**config.mk**
```make
export PLATFORM = sky130hd
export DESIGN_NAME = rle_triplet_scanline_expander
export DESIGN_NICKNAME = d
export VERILOG_FILES = /design/src/design/rte_pkg.sv /design/src/design/rle_triplet_scanline_expander.sv
export SDC_FILE = /design/constraint.sdc
export NUM_CORES = 1
export LEC_CHECK = 0
export BUFFER_PORTS_ARGS = -buffer_cell sky130_fd_sc_hd__buf_2
export CAP_MARGIN = 15
export CORE_MARGIN = 5
export CORE_UTILIZATION = 30
export CTS_CLUSTER_SIZE = 16
export DETAILED_ROUTE_END_ITERATION = 7
export GPL_TIMING_DRIVEN = 0
export SETUP_SLACK_MARGIN = 0.4
export SYNTH_ARGS = -nofsm -noshare
export SYNTH_HDL_FRONTEND = slang
export SYNTH_SLANG_ARGS = --single-unit
```
**constraint.sdc**
```tcl
create_clock -name clk -period 11.8 [get_ports clk]
set_clock_uncertainty 0.1 [all_clocks]
set_input_delay 2.36 -clock clk [delete_from_list [all_inputs] [get_ports clk]]
set_output_delay 2.36 -clock clk [all_outputs]
set_load 0.02 [all_outputs]
```
**src/design/rte_pkg.sv**
```systemverilog
// ----------------------------------------------------------------------------
// rte_pkg
// Types and constants of the run-length scanline expander.
// ----------------------------------------------------------------------------
`default_nettype none

package rte_pkg;

  // Default scanline width in pixels (legal range 64..127)
  localparam int RTE_LINE_WIDTH = 96;

  // Field widths
  localparam int BYTE_W  = 8;
  localparam int COLOR_W = 16;
  localparam int COL_W   = 7;
  localparam int ROOM_W  = COL_W + 1;   // holds a full line width
  localparam int OUT_W   = 32;          // color + start + length, padded

  // Position within a count / color high / color low triplet
  typedef enum logic [1:0] {
    PH_COUNT = 2'd0,
    PH_HIGH  = 2'd1,
    PH_LOW   = 2'd2
  } phase_t;

endpackage

`default_nettype wire

```
**src/design/rle_triplet_scanline_expander.sv**
```systemverilog
// A byte that closes a triplet or a frame loads the job register; its segments are
//   cut into the result register and leave on m_tvalid one a cycle unless m_tready stalls.
// Throughput: one byte per cycle while no job is held; during a job s_tready stays
//   low until its final segment is cut, set by the single segment cutter.
// Reset: rst (synchronous, active high) clears triplet phase, column and valids.
// ----------------------------------------------------------------------------
// rle_triplet_scanline_expander
// Groups coded bytes into count/color triplets and expands each one into run
// segments cut at scanline boundaries, with line and frame end marks.
// ----------------------------------------------------------------------------
`default_nettype none

module rle_triplet_scanline_expander
  import rte_pkg::*;
#(
  parameter int LINE_WIDTH = RTE_LINE_WIDTH
) (
  input  wire logic              clk,
  input  wire logic              rst,
  // input byte stream
  input  wire logic              s_tvalid,
  output logic                   s_tready,
  input  wire logic [BYTE_W-1:0] s_tdata,   // [7:0] rle_byte
  input  wire logic              s_tlast,   // last_byte
  // segment stream
  output logic                   m_tvalid,
  input  wire logic              m_tready,
  output logic [OUT_W-1:0]       m_tdata,   // [15:0] pixel_color, [22:16] start_column,
                                            // [29:23] run_length, [31:30] zero
  output logic                   m_tuser,   // [0] line_end
  output logic                   m_tlast    // frame_end
);

  localparam logic [ROOM_W-1:0] LW = ROOM_W'(LINE_WIDTH);

  // triplet assembly state
  phase_t              phase, phase_next;
  logic [BYTE_W-1:0]   held_count, held_count_next;
  logic [BYTE_W-1:0]   held_color_high, held_color_high_next;
  logic [COL_W-1:0]    line_column, line_column_next;

  // job register: one triplet or frame-end marker being cut
  logic                job_valid;
  logic [COLOR_W-1:0]  job_color;
  logic [BYTE_W-1:0]   job_left;
  logic                job_last;

  // result register
  logic [COLOR_W-1:0]  out_color;
  logic [COL_W-1:0]    out_start;
  logic [COL_W-1:0]    out_len;
  logic                out_line_end;
  logic                out_frame_end;

  logic                in_fire, load_job, step_fire, seg_final, marker, fills;
  logic [ROOM_W-1:0]   room, seg_len;
  logic [BYTE_W-1:0]   remain;
  logic [COL_W-1:0]    col_after;

  // segment cutter
  always_comb begin
    room      = LW - {1'b0, line_column};
    seg_len   = (job_left < room) ? job_left : room;
    fills     = (seg_len == room);
    remain    = job_left - seg_len[BYTE_W-1:0];
    marker    = (job_left == '0);
    seg_final = marker || (remain == '0);
    col_after = fills ? '0 : COL_W'(line_column + seg_len[COL_W-1:0]);
  end

  assign step_fire = job_valid && (!m_tvalid || m_tready);
  assign s_tready  = !job_valid || (step_fire && seg_final);
  assign in_fire   = s_tvalid && s_tready;

  // a job starts on a triplet with pixels, or on any last byte
  assign load_job = in_fire && (((phase == PH_LOW) && (held_count != '0)) || s_tlast);

  // triplet assembly
  always_comb begin
    phase_next           = phase;
    held_count_next      = held_count;
    held_color_high_next = held_color_high;
    if (in_fire) begin
      unique case (phase)
        PH_HIGH: begin
          held_color_high_next = s_tdata;
          phase_next           = PH_LOW;
        end
        PH_LOW: begin
          phase_next = PH_COUNT;
        end
        default: begin
          held_count_next = s_tdata;
          phase_next      = PH_HIGH;
        end
      endcase
      if (s_tlast) begin
        phase_next           = PH_COUNT;
        held_count_next      = '0;
        held_color_high_next = '0;
      end
    end
  end

  // column tracking; frame end returns to column zero
  always_comb begin
    line_column_next = line_column;
    if (step_fire) begin
      line_column_next = (job_last && seg_final) ? '0 : col_after;
    end
  end

  always_ff @(posedge clk) begin
    if (rst) begin
      phase           <= PH_COUNT;
      held_count      <= '0;
      held_color_high <= '0;
      line_column     <= '0;
    end else begin
      phase           <= phase_next;
      held_count      <= held_count_next;
      held_color_high <= held_color_high_next;
      line_column     <= line_column_next;
    end
  end

  // job register
  always_ff @(posedge clk) begin
    if (rst) begin
      job_valid <= 1'b0;
    end else if (load_job) begin
      job_valid <= 1'b1;
    end else if (step_fire && seg_final) begin
      job_valid <= 1'b0;
    end
  end

  always_ff @(posedge clk) begin
    if (load_job) begin
      job_color <= {held_color_high, s_tdata};
      job_left  <= (phase == PH_LOW) ? held_count : '0;
      job_last  <= s_tlast;
    end else if (step_fire) begin
      job_left  <= remain;
    end
  end

  // result register
  always_ff @(posedge clk) begin
    if (rst) begin
      m_tvalid <= 1'b0;
    end else if (step_fire) begin
      m_tvalid <= 1'b1;
    end else if (m_tready) begin
      m_tvalid <= 1'b0;
    end
  end

  // only the closing segment of a frame flushes a partial line
  always_ff @(posedge clk) begin
    if (step_fire) begin
      out_color     <= marker ? '0 : job_color;
      out_start     <= line_column;
      out_len       <= seg_len[COL_W-1:0];
      out_line_end  <= marker ? (line_column != '0) : (fills || (job_last && seg_final));
      out_frame_end <= job_last && seg_final;
    end
  end

  assign m_tdata = {2'b00, out_len, out_start, out_color};
  assign m_tuser = out_line_end;
  assign m_tlast = out_frame_end;

endmodule

`default_nettype wire

```
# ---- After elaboration in Yosys (flattened, before gate mapping)
# Cells that the tools add are included.
dict set report classes {
  n_addsub 3
  mux 17
  n_eq_ne 4
  n_lt_le_gt_ge 1
  reduce_logical 24
}
# cell count
set ops {}
lappend ops {{2-to-1 mux 8 bit} 8}
lappend ops {{zero test 8 bit} 2}
lappend ops {{2-to-1 mux 7 bit} 2}
lappend ops {{== test 8 bit} 1}
lappend ops {{< comparator 8 bit} 1}
lappend ops {{nonzero test 2 bit} 4}
lappend ops {{nonzero test 8 bit} 1}
lappend ops {{subtractor 7 x 7 -> 8 bit, first input constant} 1}
lappend ops {{subtractor 8 bit} 1}
lappend ops {{adder 7 bit} 1}
lappend ops {{nonzero test 7 bit} 1}
lappend ops {{logical AND 1 bit} 6}
lappend ops {{logical OR 1 bit} 5}
lappend ops {{2-to-1 mux 1 bit} 5}
lappend ops {{one-hot mux 2 bit (2 select lines)} 1}
lappend ops {{AND reduction 2 bit} 2}
lappend ops {{== test 2 x 1 -> 1 bit, second input constant} 1}
lappend ops {{== test 2 bit, second input constant} 1}
lappend ops {{zero test 1 bit} 2}
lappend ops {{2-to-1 mux 2 bit} 1}
lappend ops {{inequality test 2 x 1 -> 1 bit, second input constant} 1}
lappend ops {{OR reduction 2 bit} 1}
dict set report totals {
  wordCells 63
  register_bits 84
  in_bits 13
}

# ---- Longest topological paths before layout
dict set report depth {
  word_depth 11
  depth_mapped 28
}

# ---- Least setup slack after synthesis
# Ideal clock, no wire load.
dict set report synth_path {
  path_kind {register -> output}
  startpoint {reg line_column[1]}
  endpoint {out s_tready}
  stages_incl_launch_ff 24
  required_ns 9.340
  slack_ns 3.896
  arrival_time_ns 5.444
  cell_sequence {dfxtp_1 buf_2 o31a_1 or2_2 clkbuf_1 ha_1 a2111o_1 a21o_1 maj3_2 a21oi_4 buf_2 nand2_1 o21ai_0 ha_1 inv_1 o21ai_0 o21ai_0 maj3_1 maj3_1 xnor2_1 o21ai_0 a211oi_4 a21boi_0 o21ai_1}
}
dict set report synth_via {
  elab_chain_cells 8
}
# element line_no
set synth_lines {}
lappend synth_lines {{start: declaration} rle_triplet_scanline_expander.sv:40} ;# logic [COL_W-1:0] line_column, line_column_next;
lappend synth_lines {{start signal: assignment} rle_triplet_scanline_expander.sv:123} ;# line_column <= line_column_next;
lappend synth_lines {{subtractor 7 x 7 -> 8 bit} rle_triplet_scanline_expander.sv:62} ;# room = LW - {1'b0, line_column};
lappend synth_lines {{< comparator 8 bit} rle_triplet_scanline_expander.sv:63} ;# seg_len = (job_left < room) ? job_left : room;
lappend synth_lines {{2-to-1 mux 8 bit} rle_triplet_scanline_expander.sv:63}
lappend synth_lines {{net seg_len[0]} rle_triplet_scanline_expander.sv:56} ;# logic [ROOM_W-1:0] room, seg_len;
lappend synth_lines {{subtractor 8 bit} rle_triplet_scanline_expander.sv:65} ;# remain = job_left - seg_len[BYTE_W-1:0];
lappend synth_lines {{zero test 8 bit} rle_triplet_scanline_expander.sv:67} ;# seg_final = marker || (remain == '0);
lappend synth_lines {{logical OR 1 bit} rle_triplet_scanline_expander.sv:67}
lappend synth_lines {{logical AND 1 bit} rle_triplet_scanline_expander.sv:72} ;# assign s_tready = !job_valid || (step_fire && seg_final);
lappend synth_lines {{logical OR 1 bit} rle_triplet_scanline_expander.sv:72}
lappend synth_lines {{end: declaration} rle_triplet_scanline_expander.sv:22} ;# output logic s_tready,
# The timed path passes the listed nets, and every way through them passes these cells.

# ---- Worst setup path after layout
# Ends and elaborated chain as after synthesis.

==> reports/results.txt <==
status -> finished, final reports clean
maximum clock frequency -> 106 MHz
cell area power density -> 299 nW/um^2
number of violations reported at the end of detailed-routing iteration 0 -> 255
detailed placer's ending HPWL -> 9.33 mm
filler instances -> 1502
final worst hold slack -> 334 ps
RSZ-0062 raised after global routing -> false
Hold Vio Cnt, Final -> 0
post-cts sizing count -> 0
routability cong. -> 0.911
Port Buf Inserts -> 46
Die Area -> 18200 um^2
Startpoint Class -> register
number of levels the H-tree was split into -> 3
sequential share of power -> 25.6%
top cells by area in the synthesized netlist -> sky130_fd_sc_hd__edfxtp_1, sky130_fd_sc_hd__dfxtp_1, sky130_fd_sc_hd__ha_1, sky130_fd_sc_hd__a21oi_1, sky130_fd_sc_hd__nand2_1
Total Neg Setup Slack -> 0 ps
initial core utilization -> 30.6%
clock transition at the registers of the reported paths -> 60 ps
global-route wire length before repair -> 19.8 mm
share of the yosys chip area belonging to registers -> 48.2%
Vias -> 3754
worst path required time -> 9340 ps
area of all placed cells without fillers -> 5540 um^2
Via density -> 5.19
final wirelength -> 12.3 mm
fraction of final layout cells with drive strength greater than 1 -> 19.5%
Critical Path Sink Type -> output port
final core utilization -> 36.3%
ys flop type -> sky130_fd_sc_hd__edfxtp_1
Synth Instances -> 449
largest area contributor in the netlist -> sky130_fd_sc_hd__edfxtp_1
area delta synth->final -> 18.7%
combined global-route utilization of all metal layers -> 13.8%
syn avg cell area -> 10.4 um^2
largest fanout on the critical path -> 10
number of distinct library cells after synthesis -> 77
Critical Path AT -> 6940 ps
antenna diode count -> 0
share of the synthesized area in the top cell type -> 36.6%
Congestion Overflow GR -> 0
synthesis-stage register bit count -> 84
initial antenna violation count -> 0
switching power as a share of total power -> 44.3%
post-route insts no fill -> 724
Logic pwr share -> 54.9%
dominant cell by count in the synthesized netlist -> sky130_fd_sc_hd__edfxtp_1
number of DRC violations after detailed routing -> 0
per-cell routed wire length -> 17.0 um
number of optimization iterations in the first detailed-route pass -> 5
CTS root buffer -> sky130_fd_sc_hd__clkbuf_16
total instance count after detailed placement -> 708
Top Ports -> 49
Syn. warnings -> 0
share of the cycle needed by the critical path after routing -> 79.6%
Setup-failing EPs final -> 0
worst voltage drop across the vdd grid -> 0.000101 V
internal cell power -> 924 uW
total clock buffers created by CTS -> 9
CTS max path bufs -> 2
worst slew slack as a fraction of its limit -> 48.0%
y dimension of the die -> 135 um
post-synthesis async set-or-reset flop share -> 0%
CTS tree -> yes
width of the chip -> 135 um
insertion delay of the later-clocked pin in the worst-skew pair -> 340 ps
number of clock sinks seen by CTS -> 84
slack of the worst reg-to-reg path -> 4390 ps
placement row count -> 45
post-route minimum period -> 9400 ps
Clock Power Share -> 19.4%
remaining antenna violation count -> 0
number of synthesized flops with an enable pin -> 57
number of setup buffers added after CTS -> 0
Syn Std Cell Area -> 4670 um^2
largest net degree at the start of global routing -> 22
leading post-synthesis cells by instance count -> sky130_fd_sc_hd__edfxtp_1, sky130_fd_sc_hd__nand2_1, sky130_fd_sc_hd__a21oi_1
cell area after placement -> 5200 um^2
net switching component of the power -> 736 uW
layout net count -> 537
hold buffer count at cts -> 0
max-slew violation count -> 0
Maximum Capacitance Violations -> 0
area of the core -> 15300 um^2
Worst-Margin Slew -> 779 ps
type of the worst setup path -> register to output port
Hold Crit Class -> register to register
via count of the first global-routing pass -> 3733
static leakage -> 2.00 nW
## layout make-up
class	instances	area, um^2	area share (%)
buffer	28	123	2.21
timing repair buffer	47	258	4.65
clock inverter	6	97.6	1.76
sequential	84	2250	40.6
tap	211	264	4.76
inverter	17	63.8	1.15
multi-input combinational	321	2240	40.3
clock buffer	10	250	4.51
## final timing paths
path | from | cells past startpoint | endpoint
max | line_column[1] | 26 | s_tready
min | held_color_high[7] | 0 | job_color[15]
max reg2reg | line_column[1] | 28 | job_left[1]
min reg2reg | held_color_high[7] | 0 | job_color[15]
## flip-flops by register name (all words and copies together), names as in the netlist
signal	cells
held_color_high	8
held_count	8
job_color	16
job_last	1
job_left	8
job_valid	1
line_column	7
m_tlast	1
m_tuser	1
m_tvalid	1
out_color	16
out_len	7
out_start	7
phase	2
## through the flow
step           setup slack, ps  total power [mW]
2_1_floorplan             3900              1.10
3_3_place_gp              2930              1.31
3_5_place_dp              2810              1.33
4_1_cts                   2430              1.65
5_1_grt                   1880              1.78
6_report                  2400              1.66
## per-layer routing
layer	global-route usage [%]	part of all wire, %	up-vias	wire, um
li1	-	-	1800	-
met1	18.9	46	1821	5640
met2	21.9	47	114	5800
met3	2.68	5.2	19	645
met4	4.69	1.8	0	218
met5	0	0	-	0
## kinds of logic after synthesis
group | Yosys count | share of synthesized area (%)
and+or+nand+nor | 148 | 18.3
AOI/OAI and AO/OA | 125 | 18.5
DFF | 84 | 48.2
buffers and inverters | 45 | 3.99
adders and majority gates | 24 | 6.05
xor gates and xnor gates | 19 | 4.18
muxes | 3 | 0.670
other | 1 | 0.0803
## power groups by stage
| stage | Clock, mW | Sequential, mW | Combinational, mW |
|---|---|---|---|
| finish | 0.323 | 0.426 | 0.912 |
| global route | 0.339 | 0.431 | 1.01 |
| CTS | 0.328 | 0.425 | 0.901 |
| detailed placement | 0 | 0.432 | 0.897 |
| global placement | 0 | 0.431 | 0.880 |
| floorplan | 0 | 0.440 | 0.664 |
## critical path: stages (launching register included)
cell and delay, ps:
sky130_fd_sc_hd__dfxtp_1 310, sky130_fd_sc_hd__buf_2 190, sky130_fd_sc_hd__inv_1 150, sky130_fd_sc_hd__ha_1 270, sky130_fd_sc_hd__nor3b_2 260, sky130_fd_sc_hd__xor2_2 400
sky130_fd_sc_hd__ha_1 310, sky130_fd_sc_hd__o21ai_0 70, sky130_fd_sc_hd__nor2_1 90, sky130_fd_sc_hd__a21o_1 200, sky130_fd_sc_hd__maj3_2 380, sky130_fd_sc_hd__a21oi_4 310
sky130_fd_sc_hd__buf_2 270, sky130_fd_sc_hd__nand2_1 70, sky130_fd_sc_hd__o21ai_0 200, sky130_fd_sc_hd__ha_1 360, sky130_fd_sc_hd__inv_1 90, sky130_fd_sc_hd__o21ai_0 230
sky130_fd_sc_hd__o21ai_0 210, sky130_fd_sc_hd__maj3_1 410, sky130_fd_sc_hd__maj3_1 370, sky130_fd_sc_hd__xnor2_1 140, sky130_fd_sc_hd__o21ai_0 190, sky130_fd_sc_hd__a211oi_4 370
sky130_fd_sc_hd__a21boi_0 220, sky130_fd_sc_hd__o21ai_1 290, sky130_fd_sc_hd__buf_2 230
## layout by cell type, fill, tap and decap left out, types with 3 or more instances in the layout
cell type                   instances
sky130_fd_sc_hd__edfxtp_1          57
sky130_fd_sc_hd__buf_2             54
sky130_fd_sc_hd__nand2_1           35
sky130_fd_sc_hd__a21oi_1           32
sky130_fd_sc_hd__dfxtp_1           27
sky130_fd_sc_hd__o21ai_0           24
sky130_fd_sc_hd__and2_1            19
sky130_fd_sc_hd__nor2_1            19
sky130_fd_sc_hd__inv_1             17
sky130_fd_sc_hd__nor3_1            17
sky130_fd_sc_hd__clkbuf_1          16
sky130_fd_sc_hd__ha_1              16
sky130_fd_sc_hd__nand3_1           10
sky130_fd_sc_hd__a211oi_1          10
sky130_fd_sc_hd__clkbuf_16         10
sky130_fd_sc_hd__nand4b_1           9
sky130_fd_sc_hd__xnor2_1            9
sky130_fd_sc_hd__o21ai_1            8
sky130_fd_sc_hd__a22o_1             8
sky130_fd_sc_hd__xor2_1             7
sky130_fd_sc_hd__nor4_1             6
sky130_fd_sc_hd__maj3_1             6
sky130_fd_sc_hd__nand2b_1           5
sky130_fd_sc_hd__nand3b_1           5
sky130_fd_sc_hd__nor2b_1            4
sky130_fd_sc_hd__a31oi_1            4
sky130_fd_sc_hd__o211ai_1           4
sky130_fd_sc_hd__or2_2              3
sky130_fd_sc_hd__or3_1              3
sky130_fd_sc_hd__inv_6              3
No activity file was read; power rests on OpenSTA's default activity.
